--- config.mk ---
export PLATFORM = sky130hd
export DESIGN_NAME = odo_cordic
export DESIGN_NICKNAME = d
export VERILOG_FILES = /design/src/rtl/differential_drive_odometry_core_macros.svh /design/src/rtl/odo_pkg.sv /design/src/rtl/odo_cordic.sv
export SDC_FILE = /design/constraint.sdc
export NUM_CORES = 1
export LEC_CHECK = 0
export BUFFER_PORTS_ARGS = -buffer_cell sky130_fd_sc_hd__buf_4
export CORE_ASPECT_RATIO = 0.9
export CORE_UTILIZATION = 45
export DETAILED_ROUTE_END_ITERATION = 12
export PLACE_DENSITY = 0.58
export SLEW_MARGIN = 0
export SYNTH_ARGS = -nofsm -noshare
export SYNTH_HDL_FRONTEND = slang
export SYNTH_SLANG_ARGS = --single-unit
--- constraint.sdc ---
create_clock -name clk -period 10.9 [get_ports clk]
set_clock_uncertainty 0.15 [all_clocks]
set_input_delay 1.635 -clock clk [delete_from_list [all_inputs] [get_ports clk]]
set_output_delay 1.635 -clock clk [all_outputs]
set_load 0.05 [all_outputs]
--- src/rtl/differential_drive_odometry_core_macros.svh ---
// Assertion macros for the odometry core.
`ifndef DIFFERENTIAL_DRIVE_ODOMETRY_CORE_MACROS_SVH
`define DIFFERENTIAL_DRIVE_ODOMETRY_CORE_MACROS_SVH
`ifndef NO_ASSERTIONS
`define ODO_ASSERT(lbl, prop, msg) \
	lbl: assert property (@(posedge clk) disable iff (!arst_n) prop) else $error(msg);
`define ODO_ASSERT_ALWAYS(lbl, prop, msg) \
	lbl: assert property (@(posedge clk) prop) else $error(msg);
`else
`define ODO_ASSERT(lbl, prop, msg)
`define ODO_ASSERT_ALWAYS(lbl, prop, msg)
`endif
`endif

--- src/rtl/odo_pkg.sv ---
// Shared constants, types and the arctangent table of the odometry core.
package odo_pkg;
	localparam int IN_W  = 24;
	localparam int OUT_W = 32;
	localparam int RAD_W = 20;
	localparam int BASE_W = 22;
	localparam int CORDIC_STEPS = 30;
	localparam int RED_STEPS = 10;

	localparam logic [RAD_W-1:0]  RADIUS_RST = 20'd36700;
	localparam logic [BASE_W-1:0] BASE_RST   = 22'd235930;

	localparam logic [32:0] TWO_PI_Q30  = 33'd6746518852;
	localparam logic [32:0] PI_Q30      = 33'd3373259426;
	localparam logic [32:0] HALF_PI_Q30 = 33'd1686629713;
	localparam logic [31:0] GAIN_Q30    = 32'd652032874;

	typedef enum logic {
		REG_RADIUS = 1'b0,
		REG_BASE   = 1'b1
	} reg_idx_t;

	function automatic logic [29:0] atan_lut(input logic [4:0] i);
		logic [29:0] v;
		case (i)
			5'd0:  v = 30'd843314857;
			5'd1:  v = 30'd497837829;
			5'd2:  v = 30'd263043837;
			5'd3:  v = 30'd133525159;
			5'd4:  v = 30'd67021687;
			5'd5:  v = 30'd33543516;
			5'd6:  v = 30'd16775851;
			5'd7:  v = 30'd8388437;
			5'd8:  v = 30'd4194283;
			5'd9:  v = 30'd2097149;
			5'd10: v = 30'd1048576;
			5'd11: v = 30'd524288;
			5'd12: v = 30'd262144;
			5'd13: v = 30'd131072;
			5'd14: v = 30'd65536;
			5'd15: v = 30'd32768;
			5'd16: v = 30'd16384;
			5'd17: v = 30'd8192;
			5'd18: v = 30'd4096;
			5'd19: v = 30'd2048;
			5'd20: v = 30'd1024;
			5'd21: v = 30'd512;
			5'd22: v = 30'd256;
			5'd23: v = 30'd128;
			5'd24: v = 30'd64;
			5'd25: v = 30'd32;
			5'd26: v = 30'd16;
			5'd27: v = 30'd8;
			5'd28: v = 30'd4;
			5'd29: v = 30'd2;
			default: v = 30'd0;
		endcase
		return v;
	endfunction
endpackage

--- src/rtl/odo_cordic.sv ---
// Angle reduction and iterative CORDIC rotation giving cosine and sine in Q30.
module odo_cordic (
	input  logic               clk,
	input  logic               arst_n,
	input  logic               start,
	input  logic signed [31:0] heading,
	output logic               done_q,
	output logic signed [31:0] cos_q,
	output logic signed [31:0] sin_q
);
	import odo_pkg::*;

	typedef enum logic [5:0] {
		C_IDLE  = 6'b000001,
		C_RED   = 6'b000010,
		C_FOLD1 = 6'b000100,
		C_FOLD2 = 6'b001000,
		C_ROT   = 6'b010000,
		C_FIN   = 6'b100000
	} cstate_t;

	localparam logic [42:0] TWO_PI_43  = {10'b0, TWO_PI_Q30};
	localparam logic signed [33:0] T_S = {1'b0, TWO_PI_Q30};
	localparam logic signed [33:0] P_S = {1'b0, PI_Q30};
	localparam logic signed [33:0] H_S = {1'b0, HALF_PI_Q30};

	cstate_t            st_q;
	logic [42:0]        v_q;
	logic [3:0]         k_q;
	logic [4:0]         i_q;
	logic signed [33:0] x_q, y_q, z_q;
	logic               flip_q;
	logic [42:0]        sub;
	logic signed [33:0] xs, ys, at;

	assign sub = TWO_PI_43 << k_q;
	assign xs  = x_q >>> i_q;
	assign ys  = y_q >>> i_q;
	assign at  = {4'b0, atan_lut(i_q)};

	always_ff @(posedge clk or negedge arst_n) begin
		if (!arst_n) begin
			st_q   <= C_IDLE;
			done_q <= 1'b0;
		end else begin
			done_q <= 1'b0;
			case (st_q)
				C_IDLE:  if (start) st_q <= C_RED;
				C_RED:   if (k_q == '0) st_q <= C_FOLD1;
				C_FOLD1: st_q <= C_FOLD2;
				C_FOLD2: st_q <= C_ROT;
				C_ROT:   if (i_q == 5'(CORDIC_STEPS - 1)) st_q <= C_FIN;
				C_FIN: begin
					st_q   <= C_IDLE;
					done_q <= 1'b1;
				end
				default: st_q <= C_IDLE;
			endcase
		end
	end

	always_ff @(posedge clk) begin
		case (st_q)
			C_IDLE: begin
				// offset by 512 turns so the value is never negative
				v_q <= 43'({{11{heading[31]}}, heading} <<< 10) + (TWO_PI_43 << 9);
				k_q <= 4'(RED_STEPS - 1);
			end
			C_RED: begin
				if (v_q >= sub) v_q <= v_q - sub;
				k_q <= k_q - 4'd1;
			end
			C_FOLD1: begin
				z_q <= ($signed(v_q[33:0]) > P_S) ? $signed(v_q[33:0]) - T_S
					: $signed(v_q[33:0]);
			end
			C_FOLD2: begin
				flip_q <= 1'b0;
				if (z_q > H_S) begin
					z_q    <= z_q - P_S;
					flip_q <= 1'b1;
				end else if (z_q < -H_S) begin
					z_q    <= z_q + P_S;
					flip_q <= 1'b1;
				end
				x_q <= {2'b0, GAIN_Q30};
				y_q <= '0;
				i_q <= '0;
			end
			C_ROT: begin
				if (z_q >= 0) begin
					x_q <= x_q - ys;
					y_q <= y_q + xs;
					z_q <= z_q - at;
				end else begin
					x_q <= x_q + ys;
					y_q <= y_q - xs;
					z_q <= z_q + at;
				end
				i_q <= i_q + 5'd1;
			end
			C_FIN: begin
				cos_q <= flip_q ? 32'(-x_q) : x_q[31:0];
				sin_q <= flip_q ? 32'(-y_q) : y_q[31:0];
			end
			default: ;
		endcase
	end
endmodule
# Word-level counts from Yosys, hierarchy flattened
# Memory sizes are Yosys's and may differ from the RTL's. A register that Yosys moved wholly into a read port is not among the register bits.
# Cells that the tools add are included.
totals:
  regBits: 226
  latchBits: 0
  mem_bits_rw: 0
  romBits: 960
  input_bits: 35
  out_inout_bits: 65
  word_cells: 76
  mem_count: 1
classes:
  addsub: 15
  mul: 0
  div: 0
  order_cmp: 5
  eq_ne: 12
  shifts: 3
  n_mux: 22
  bitwise_logic: 0
  reduce_logical: 7
mem_list:
  columns: ["name", "words", "word_bits", "read_ports", "rd_ports_with_merged_regs", "write_ports", "line_no", "rtl"]
  rows:
  - ["(no name shown)", 32, 30, 1, 1, 0, "odo_pkg.sv:25", "case (i)"]
ops:
  columns: ["operator", "n"]
  rows:
  - ["2-to-1 mux 34 bit", 6]
  - ["one-hot mux 34 bit (2 select lines)", 2]
  - ["one-hot mux 34 bit (3 select lines)", 1]
  - ["one-hot mux 43 bit (2 select lines)", 1]
  - ["adder 34 bit", 2]
  - [">>> shifter 34 x 5 -> 34 bit", 2]
  - ["subtractor 34 bit", 2]
  - ["2-to-1 mux 32 bit", 2]
  - ["negation 32 bit", 2]
  - ["adder 43 x 42 -> 43 bit, second input constant", 1]
  - ["greater-or-equal comparator 43 bit", 1]
  - ["2-to-1 mux 43 bit", 1]
  - ["left shift 33 x 4 -> 43 bit, first input constant", 1]
  - ["subtractor 43 bit", 1]
  - ["adder 34 x 31 -> 34 bit", 1]
  - ["adder 34 x 33 -> 34 bit, second input constant", 1]
  - ["greater-or-equal comparator 34 x 1 -> 1 bit, second input constant", 1]
  - ["> comparator 34 x 32 -> 1 bit, second input constant", 1]
  - ["> comparator 34 x 33 -> 1 bit, second input constant", 1]
  - ["less-than comparator 34 x 32 -> 1 bit, second input constant", 1]
  - ["subtractor 34 x 31 -> 34 bit", 1]
  - ["subtractor 34 x 33 -> 34 bit, second input constant", 1]
  - ["subtractor 34 bit, second input constant", 1]
  - ["one-hot mux 6 bit (5 select lines)", 1]
  - ["other kinds (21)", 29]

# Longest topological paths before layout
# Gate-level depths: netlist (run 1).
depth:
  ltp_word: 4
  mapped_depth: 28
  mapped_depth_nobuf: 25

# Least setup slack after synthesis (run 1)
# OpenSTA, ideal clock, no wires.
synth_path:
  path_type: "register to register"
  startpoint: "register st_q[1]"
  endpoint: "register done_q"
  setup_ns: 0.608
  arrival_ns: 5.689
  t_required_ns: 10.142
  setup_slack_ns: 4.453
  stages_incl_launch_ff: 3
  path_buffers: 0
  synth_period_minus_slack_ns: 6.447
  path_cell_list: "dfrtp_1 -> or4_1 -> nor3b_1"
synth_between:
  elab_chain_len: 2
synth_rtl:
  columns: ["item", "line_no", "rtl"]
  rows:
  - ["from (decl)", "odo_cordic.sv:27", "cstate_t st_q;"]
  - ["from (signal assigned)", "odo_cordic.sv:43", "st_q <= C_IDLE;"]
  - ["from (signal assigned)", "odo_cordic.sv:48", "C_IDLE: if (start) st_q <= C_RED;"]
  - ["from (signal assigned)", "odo_cordic.sv:49", "C_RED: if (k_q == '0) st_q <= C_FOLD1;"]
  - ["== test 6 bit", "odo_cordic.sv:47", "case (st_q)"]
  - ["2-to-1 mux 1 bit", "odo_cordic.sv:47", null]
  - ["to (signal assigned)", "odo_cordic.sv:44", "done_q <= 1'b0;"]
  - ["to (signal assigned)", "odo_cordic.sv:46", "done_q <= 1'b0;"]
  - ["to (signal assigned)", "odo_cordic.sv:55", "done_q <= 1'b1;"]
  - ["to (decl)", "odo_cordic.sv:7", "output logic done_q,"]
# Every way passes these cells.
# A chain may end at the register's enable or synchronous reset.

# Final worst setup path (run 1)
layout_path:
  startpoint: "register i_q[1]"
  endpoint: "register x_q[33] (data pin)"
layout_between:
  elab_chain_len: 4
  word_cells_on_any_way: 5
  classes_between: "add/sub: 2; shift: 1; mux: 2"
layout_rtl:
  columns: ["item", "line_no", "rtl"]
  rows:
  - ["from (decl)", "odo_cordic.sv:30", "logic [4:0] i_q;"]
  - ["from (signal assigned)", "odo_cordic.sv:100", "i_q <= i_q + 5'd1;"]
  - [">>> shifter 34 x 5 -> 34 bit (*)", "odo_cordic.sv:38", "assign ys = y_q >>> i_q;"]
  - ["adder 34 bit / subtractor 34 bit (equally long branches)", "odo_cordic.sv:96, odo_cordic.sv:92", null]
  - ["2-to-1 mux 34 bit (*)", "odo_cordic.sv:91", "if (z_q >= 0) begin"]
  - ["one-hot mux 34 bit (2 select lines) (*)", "odo_cordic.sv:63", "case (st_q)"]
  - ["to (signal assigned)", "odo_cordic.sv:86", "x_q <= {2'b0, GAIN_Q30};"]
  - ["to (signal assigned)", "odo_cordic.sv:92", "x_q <= x_q - ys;"]
  - ["to (signal assigned)", "odo_cordic.sv:96", "x_q <= x_q + ys;"]
  - ["to (decl)", "odo_cordic.sv:31", "logic signed [33:0] x_q, y_q, z_q;"]
# Mark *: on every way between the ends. The rest lies on a longest branch, timed or not.

==> metrics.md, run 1 <==
| Metric | Value |
|---|---|
| Average cell area after synthesis | 8.75 um^2 |
| Highest ir drop seen on vdd | 0.173 mV |
| Portion of the post-synthesis area used by sequential elements | 26.0% |
| Remaining Overflow, GRT | 0 |
| Share of the clock period used by the worst path | 69.4% |
| Post-CTS Setup Repair Bufs | 0 |
| Number of buffer and inverter stages on the critical path | 3 |
| Resized Gates After CTS | 0 |
| Ordered list of cells on the worst path | buf_4, buf_4, mux4_1, mux2_2, a221oi_2, nand2_1, or4b_1, inv_1, nand3_1, o41ai_1, xnor2_1, ha_1, a21o_1, a21oi_1, nor2_1, nor2_1, nand4_1, o21ai_0, o21ai_0, a221o_1, a21oi_1, xnor2_1, nor2_1 |
| Synth-to-layout area growth | 7.95% |
| Port bufs | 99 |
| Final HPWL from detailed placement | 67.9 mm |
| Number of sinks handled by clock tree synthesis | 254 |
| Number of antenna violations at the first check in global routing | 3 |
| Number of max-capacitance violations reported | 0 |
| Critical path class | flip-flop to flip-flop |
| Largest stage delay on the critical path | 0.76 ns |
| Count of fill cells added during filler insertion | 5797 |
| Worst Hold Class | flip-flop to flip-flop |
| Detail-routed net length per standard cell | 22.4 um |
| Gr usage total | 28.3% |
| Number of buffers added by the clock tree synthesis step | 31 |
| Vias in the first global route | 24100 |
| Synthesis-stage register bit count | 254 |
| Instance count of the mapped netlist | 3210 |
| Maximum number of pins on one net before global-route repair | 66 |
| Top flip-flop cell by instance count after synthesis | edfxtp_1 |
| Final setup violation count | 0 |
| Power density of the placed cells | 182 nW/um^2 |
| First drt pass iteration count | 6 |
| Slowest library cell on the worst path | buf_4 |
| Synthesized netlist net count | 3444 |
| Core Rows | 86 |
| Unrepaired setup endpoints after global routing | no |
| Async set or reset register ratio after synthesis | 2.76% |
| Initial standard-cell utilization of the core | 45.7% |
| Final Hold Vio Count | 0 |
| Final Slew Violations | 0 |
| Proportion of layout cells with a drive suffix above 1 | 10.9% |
| Final Net Count | 3432 |
| Post-layout min period | 7.56 ns |
| Actual transition at the worst max-transition pin | 1.00 ns |
| Largest fanout on the critical path | 56 |
| CTS tree | built |
| CTS H-tree depth | 1 |
| Worst Setup Start Kind | flip-flop |
| Final routed DRC violation total | 0 |
| Vertical die dimension | 239 um |
| Area inside the core boundary | 61400 um^2 |
| First-pass GRT wire length | 141 mm |
| Outcome | complete, no violations |
| Clk buf depth | 3 |
| Total power draw | 5.53 mW |
| Data required time at the worst endpoint | 11.07 ns |
| Vias/cell | 6.23 |
| Synthesized area | 28100 um^2 |
| Post-synth EDFFs | 217 |
| Signal arrival time at the worst endpoint | 7.74 ns |
| Critical path's top delay family | compound AO/OA/AOI/OAI gates |
| Library cells used by synthesis | 104 |
| Total Negative Setup Slacks | 0 ns |
| Hold buffer count at cts | 0 |
| Total detailed-routing wirelength | 91.0 mm |
| Register clock-pin slew on the reported worst setup and hold paths | 0.06 ns |
| Top-level port count | 100 |
| Cell chosen for the clock root | clkbuf_16 |
| Critical Path Most Common Cell | nor2_1 |
| Clock latency of the later-clocked register in the worst-skew pair | 0.60 ns |
| Die outline area | 63400 um^2 |
| Highest attainable clock frequency | 132 MHz |
| DIE WIDTH | 265 um |
| Final RePlAce weighted congestion | 0.967 |
| Count of vias placed by the detailed router | 25300 |
| Number of nets still failing antenna checks after routing | 0 |
| Worst slew margin relative to its limit | 33.3% |
| Starting DRC count in detailed routing | 2273 |
| Number of synthesis warnings | 0 |
| Critical path capture point type | flip-flop |
| Static power due to leakage | 11.9 nW |
[final timing paths]
kind | start | end | slack, ns | cells after the start
max | i_q[1]$_DFFE_PN_ | x_q[33]$_SDFFCE_PN0N_ | 3.34 | 23
max in group asynchronous | arst_n | st_q[0]$_DFFE_PN1P_ | 9.68 | 1
min in group asynchronous | arst_n | done_q$_DFF_PN0_ | 0.70 | 1
min reg2reg | st_q[3]$_DFFE_PN0P_ | st_q[3]$_DFFE_PN0P_ | 0.36 | 1
min | st_q[3]$_DFFE_PN0P_ | st_q[3]$_DFFE_PN0P_ | 0.36 | 1
max reg2reg | i_q[1]$_DFFE_PN_ | x_q[33]$_SDFFCE_PN0N_ | 3.34 | 23
[cells by family (layout without fill, tap and decap cells)]
logic type	Yosys count	count (layout)	synth area share, %
mux	177	177	10.8
flops	254	254	26.0
compound gates	943	943	22.0
other cells	0	1	0
simple gates	1020	1020	17.2
xor+xnor	345	345	10.8
fa+ha+maj	200	200	9.01
buf+inv	271	283	4.29
[sequential cells by signal (all words and copies together) (netlist names)]
register  flops
at           30
k_q           4
x_q          34
i_q           5
y_q          34
v_q          41
st_q          6
done_q        1
sin_q        32
flip_q        1
cos_q        32
z_q          34
[metal layers]
| layer | vias up | global-route usage, % | wire (um) |
|---|---|---|---|
| met3 | 189 | 3.24 | 5310 |
| met2 | 954 | 47.7 | 42900 |
| met4 | 0 | 11.2 | 3960 |
| met1 | 12100 | 36.8 | 38800 |
| met5 | - | 0 | 0 |
| li1 | 12000 | - | - |
[area by class of cell]
class	count	area, um^2	share of cell area (%)
Sequential cell	254	7290	24.1
Multi-Input combinational cell	2685	19600	64.7
Inverter	88	333	1.10
Timing Repair Buffer	138	1040	3.42
Antenna cell	1	2.50	0.00825
Clock buffer	40	861	2.84
Tap cell	836	1050	3.45
Clock inverter	17	135	0.446
[placed cells by master, fill, tap and decap left out, types with 27 or more instances in the layout]
cell	netlist	layout
nand2_1	320	320
nor2_1	291	291
a21oi_1	234	233
edfxtp_1	217	217
o21ai_0	208	208
xnor2_1	206	206
ha_1	195	195
xor2_1	139	139
buf_4	15	138
a21o_1	109	109
mux4_2	85	85
inv_1	83	81
nand3_1	71	71
mux2i_1	56	56
nand2b_1	49	49
nor3_1	44	44
o31ai_1	42	42
a31oi_1	39	39
nor2b_1	35	35
and3_1	33	33
or3_1	33	33
o21a_1	32	32
clkbuf_16	0	32
dfxtp_1	30	30
a211oi_1	27	27
[through the flow]
stage | setup WS, ns | utilization (%) | std cells | hold WS, ns | area (um^2)
6_report | 3.34 | 49.4 | 4059 | 0.355 | 30300
5_1_grt | 2.64 | 49.4 | 4058 | 0.401 | 30300
4_1_cts | 3.42 | 49.4 | 4058 | 0.363 | 30300
3_5_place_dp | 3.40 | 47.7 | 4001 | 0.337 | 29300
3_3_place_gp | 3.48 | 47.7 | 4001 | 0.343 | 29300
2_1_floorplan | 4.45 | - | 3210 | 0.305 | 28100
[Yosys cell counts, types with 19 or more instances]
cell      number  area [um^2]
a211oi_1      27          203
a21o_1       109          818
a21oi_1      234         1170
a22oi_1       25          188
a31oi_1       39          244
and3_1        33          206
buf_1         32          120
clkbuf_1     102          383
dfxtp_1       30          601
edfxtp_1     217         6520
ha_1         195         2440
inv_1         83          312
mux2_2        24          270
mux2i_1       56          561
mux4_2        85         1910
nand2_1      320         1200
nand2b_1      49          307
nand3_1       71          355
nand4_1       26          163
nor2_1       291         1090
nor2b_1       35          219
nor3_1        44          220
nor4_1        20          125
o211ai_1      25          188
o21a_1        32          240
o21ai_0      208         1040
o21bai_1      22          165
o221ai_1      19          166
o31ai_1       42          315
or3_1         33          206
or4_1         20          150
xnor2_1      206         1800
xor2_1       139         1220
[power by group]
group / switching (mW) / internal, mW / total [mW]
logic: 1.78 / 1.24 / 3.02
registers: 0.194 / 1.29 / 1.48
clock network: 0.432 / 0.598 / 1.03
total: 2.40 / 3.13 / 5.53
(Power assumes the default switching activity.)
==> run 2, diff against run 1 <==
- clock period: 10.9 -> 7.6 ns (I/O delays scaled with it)
==> run 2 against run 1 <==
- design area is 1.4% higher
- clock power rose by 53%
- critical path depth up 2
- largest cell class unchanged
==> metrics.md, run 2 (synthesis gave the netlist of run 1 again) <==
| Metric | Value |
|---|---|
| Gr usage total | 29.1% |
| R2R setup slack | 0.65 ns |
| First drt pass iteration count | 6 |
| Final Hold Vio Count | 0 |
| Port bufs | 99 |
| R2r startpoint | i_q[0]$_DFFE_PN_ |
| Total Negative Setup Slacks | 0 ns |
| Vertical die dimension | 239 um |
| Clock latency of the later-clocked register in the worst-skew pair | 0.56 ns |
| Number of cell instances on the worst register-to-register path | 25 |
| CTS tree | built |
| Vias in the first global route | 24600 |
| Worst Hold Class | input pin to asynchronous set/reset pin |
| Highest ir drop seen on vdd | 0.255 mV |
| Hold buffer count at cts | 0 |
| Largest fanout on the critical path | 20 |
| Static power due to leakage | 12.1 nW |
| Maximum number of pins on one net before global-route repair | 73 |
| Unrepaired setup endpoints after global routing | no |
| Count of fill cells added during filler insertion | 5791 |
| Final Net Count | 3470 |
| Count of vias placed by the detailed router | 25700 |
| Number of antenna violations at the first check in global routing | 0 |
| Proportion of layout cells with a drive suffix above 1 | 12.1% |
| Worst setup path start | i_q[0]$_DFFE_PN_ |
| Vias/cell | 6.28 |
| Number of flip-flops under the largest register name | 41 |
| Cell chosen for the clock root | clkbuf_16 |
| Share of the clock period used by the worst path | 91.5% |
| Commonest non-fill, non-tap cell in the layout | nand2_1 |
| Synth-to-layout area growth | 9.51% |
| Total detailed-routing wirelength | 93.9 mm |
| Register clock-pin slew on the reported worst setup and hold paths | 0.06 ns |
| Multi-input logic area | 19600 um^2 |
| Post-layout min period | 6.95 ns |
| Core occupancy in the finished layout | 50.1% |
| Top library cells by usage in the layout, fill and taps aside | 320 x nand2_1, 291 x nor2_1, 233 x a21oi_1 |
| Outcome | complete, no violations |
| Final Slew Violations | 0 |
| DIE WIDTH | 265 um |
| Post-CTS Setup Repair Bufs | 0 |
| Starting DRC count in detailed routing | 2461 |
| Worst slew margin relative to its limit | 30.2% |
| Initial standard-cell utilization of the core | 45.7% |
| Worst Setup Start Kind | flip-flop |
| Pre-CTS setup slack | 0.673 ns |
| Signal arrival time at the worst endpoint | 7.09 ns |
| Power density of the placed cells | 262 nW/um^2 |
| Worst R2R End | y_q[30]$_SDFFCE_PN0N_ |
| Smallest setup slack after layout | 0.646 ns |
| Area inside the core boundary | 61400 um^2 |
| Resized Gates After CTS | 0 |
| Core Rows | 86 |
| Clk buf depth | 3 |
| First-pass GRT wire length | 144 mm |
| Number of buffers added by the clock tree synthesis step | 34 |
| Top-level port count | 100 |
| Data required time at the worst endpoint | 7.74 ns |
| Final setup violation count | 0 |
| Die outline area | 63400 um^2 |
| Number of sinks handled by clock tree synthesis | 254 |
| Endpoint of the most critical setup path | y_q[30]$_SDFFCE_PN0N_ |
| Remaining Overflow, GRT | 0 |
| Count of antenna diodes in the layout | 0 |
| Register with the most flip-flops | v_q |
| Detail-routed net length per standard cell | 22.9 um |
| Final RePlAce weighted congestion | 1.04 |
| Final HPWL from detailed placement | 71.4 mm |
| Critical path capture point type | flip-flop |
| Area used by sequential logic in the layout | 7290 um^2 |
| Number of max-capacitance violations reported | 0 |
| Final routed DRC violation total | 0 |
| Highest attainable clock frequency | 144 MHz |
| Critical path class | flip-flop to flip-flop |
| Number of nets still failing antenna checks after routing | 0 |
| CTS H-tree depth | 2 |
| Actual transition at the worst max-transition pin | 1.04 ns |
run 2: cell count changes in the layout (fill, tap and decap cells not counted), sizes merged:
cell	previous run	this run
buf	138	173
bufinv	2	0
clkbuf	40	45
clkinv	18	14
clkinvlp	1	4
diode	1	0
inv	84	86
run 2: routing by layer:
| metal | vias to the layer above | GRT usage, % | routed length, um |
|---|---|---|---|
| met5 | - | 0 | 0 |
| met4 | 0 | 11.9 | 3860 |
| met3 | 210 | 3.48 | 5910 |
| met2 | 1040 | 48.9 | 44400 |
| met1 | 12400 | 37.9 | 39800 |
| li1 | 12100 | - | - |
run 2: cell type report:
cell class | instances | area share (%)
Multi-Input combinational cell | 2685 | 63.8
Clock buffer | 45 | 3.23
Timing Repair Buffer | 173 | 4.51
Inverter | 88 | 1.08
Sequential cell | 254 | 23.7
Clock inverter | 16 | 0.297
Tap cell | 836 | 3.40
run 2: worst min-delay path by stage:
| stage | start | endpoint | slack [ns] | cells past startpoint |
|---|---|---|---|---|
| detailed placement | st_q[3]$_DFFE_PN0P_ | st_q[3]$_DFFE_PN0P_ | 0.37 | 1 |
| global route | arst_n | done_q$_DFF_PN0_ | 0.23 | 1 |
| finish | arst_n | done_q$_DFF_PN0_ | 0.25 | 1 |
| CTS | arst_n | done_q$_DFF_PN0_ | 0.22 | 1 |
| global placement | st_q[3]$_DFFE_PN0P_ | st_q[3]$_DFFE_PN0P_ | 0.34 | 1 |
| floorplan | st_q[3]$_DFFE_PN0P_ | st_q[3]$_DFFE_PN0P_ | 0.30 | 1 |
run 2: critical path: stages, from the launching register on:
cell	delay, ns
edfxtp_1	0.81
buf_4	0.27
buf_4	0.30
mux4_2	0.57
mux2i_1	0.21
mux2i_1	0.14
a211o_1	0.30
o31a_1	0.12
or3_1	0.45
or2_1	0.36
nor2_2	0.24
a211oi_1	0.12
a311oi_1	0.26
o21a_1	0.16
ha_1	0.26
a21o_1	0.20
a221oi_1	0.29
o21bai_1	0.14
o21ai_0	0.18
a31oi_1	0.09
o21ai_0	0.30
nor3b_1	0.09
a211oi_1	0.29
buf_4	0.17
xor2_1	0.13
nor2_1	0.05
run 2: through the flow:
| stage | instances | power [mW] | hold slack (ns) | instance area [um^2] |
|---|---|---|---|---|
| after global placement | 4036 | 6.40 | 0.337 | 29700 |
| after floorplan | 3210 | 5.37 | 0.305 | 28100 |
| after detailed placement | 4036 | 6.45 | 0.368 | 29700 |
| after global routing | 4097 | 8.61 | 0.233 | 30800 |
| final | 4097 | 8.05 | 0.245 | 30800 |
| after CTS | 4097 | 8.07 | 0.220 | 30800 |
run 2: power breakdown:
| part | internal (mW) | total, mW | switching, mW |
|---|---|---|---|
| registers | 1.85 | 2.13 | 0.281 |
| clock network | 0.921 | 1.58 | 0.654 |
| logic | 1.78 | 4.35 | 2.57 |
| total | 4.55 | 8.05 | 3.50 |
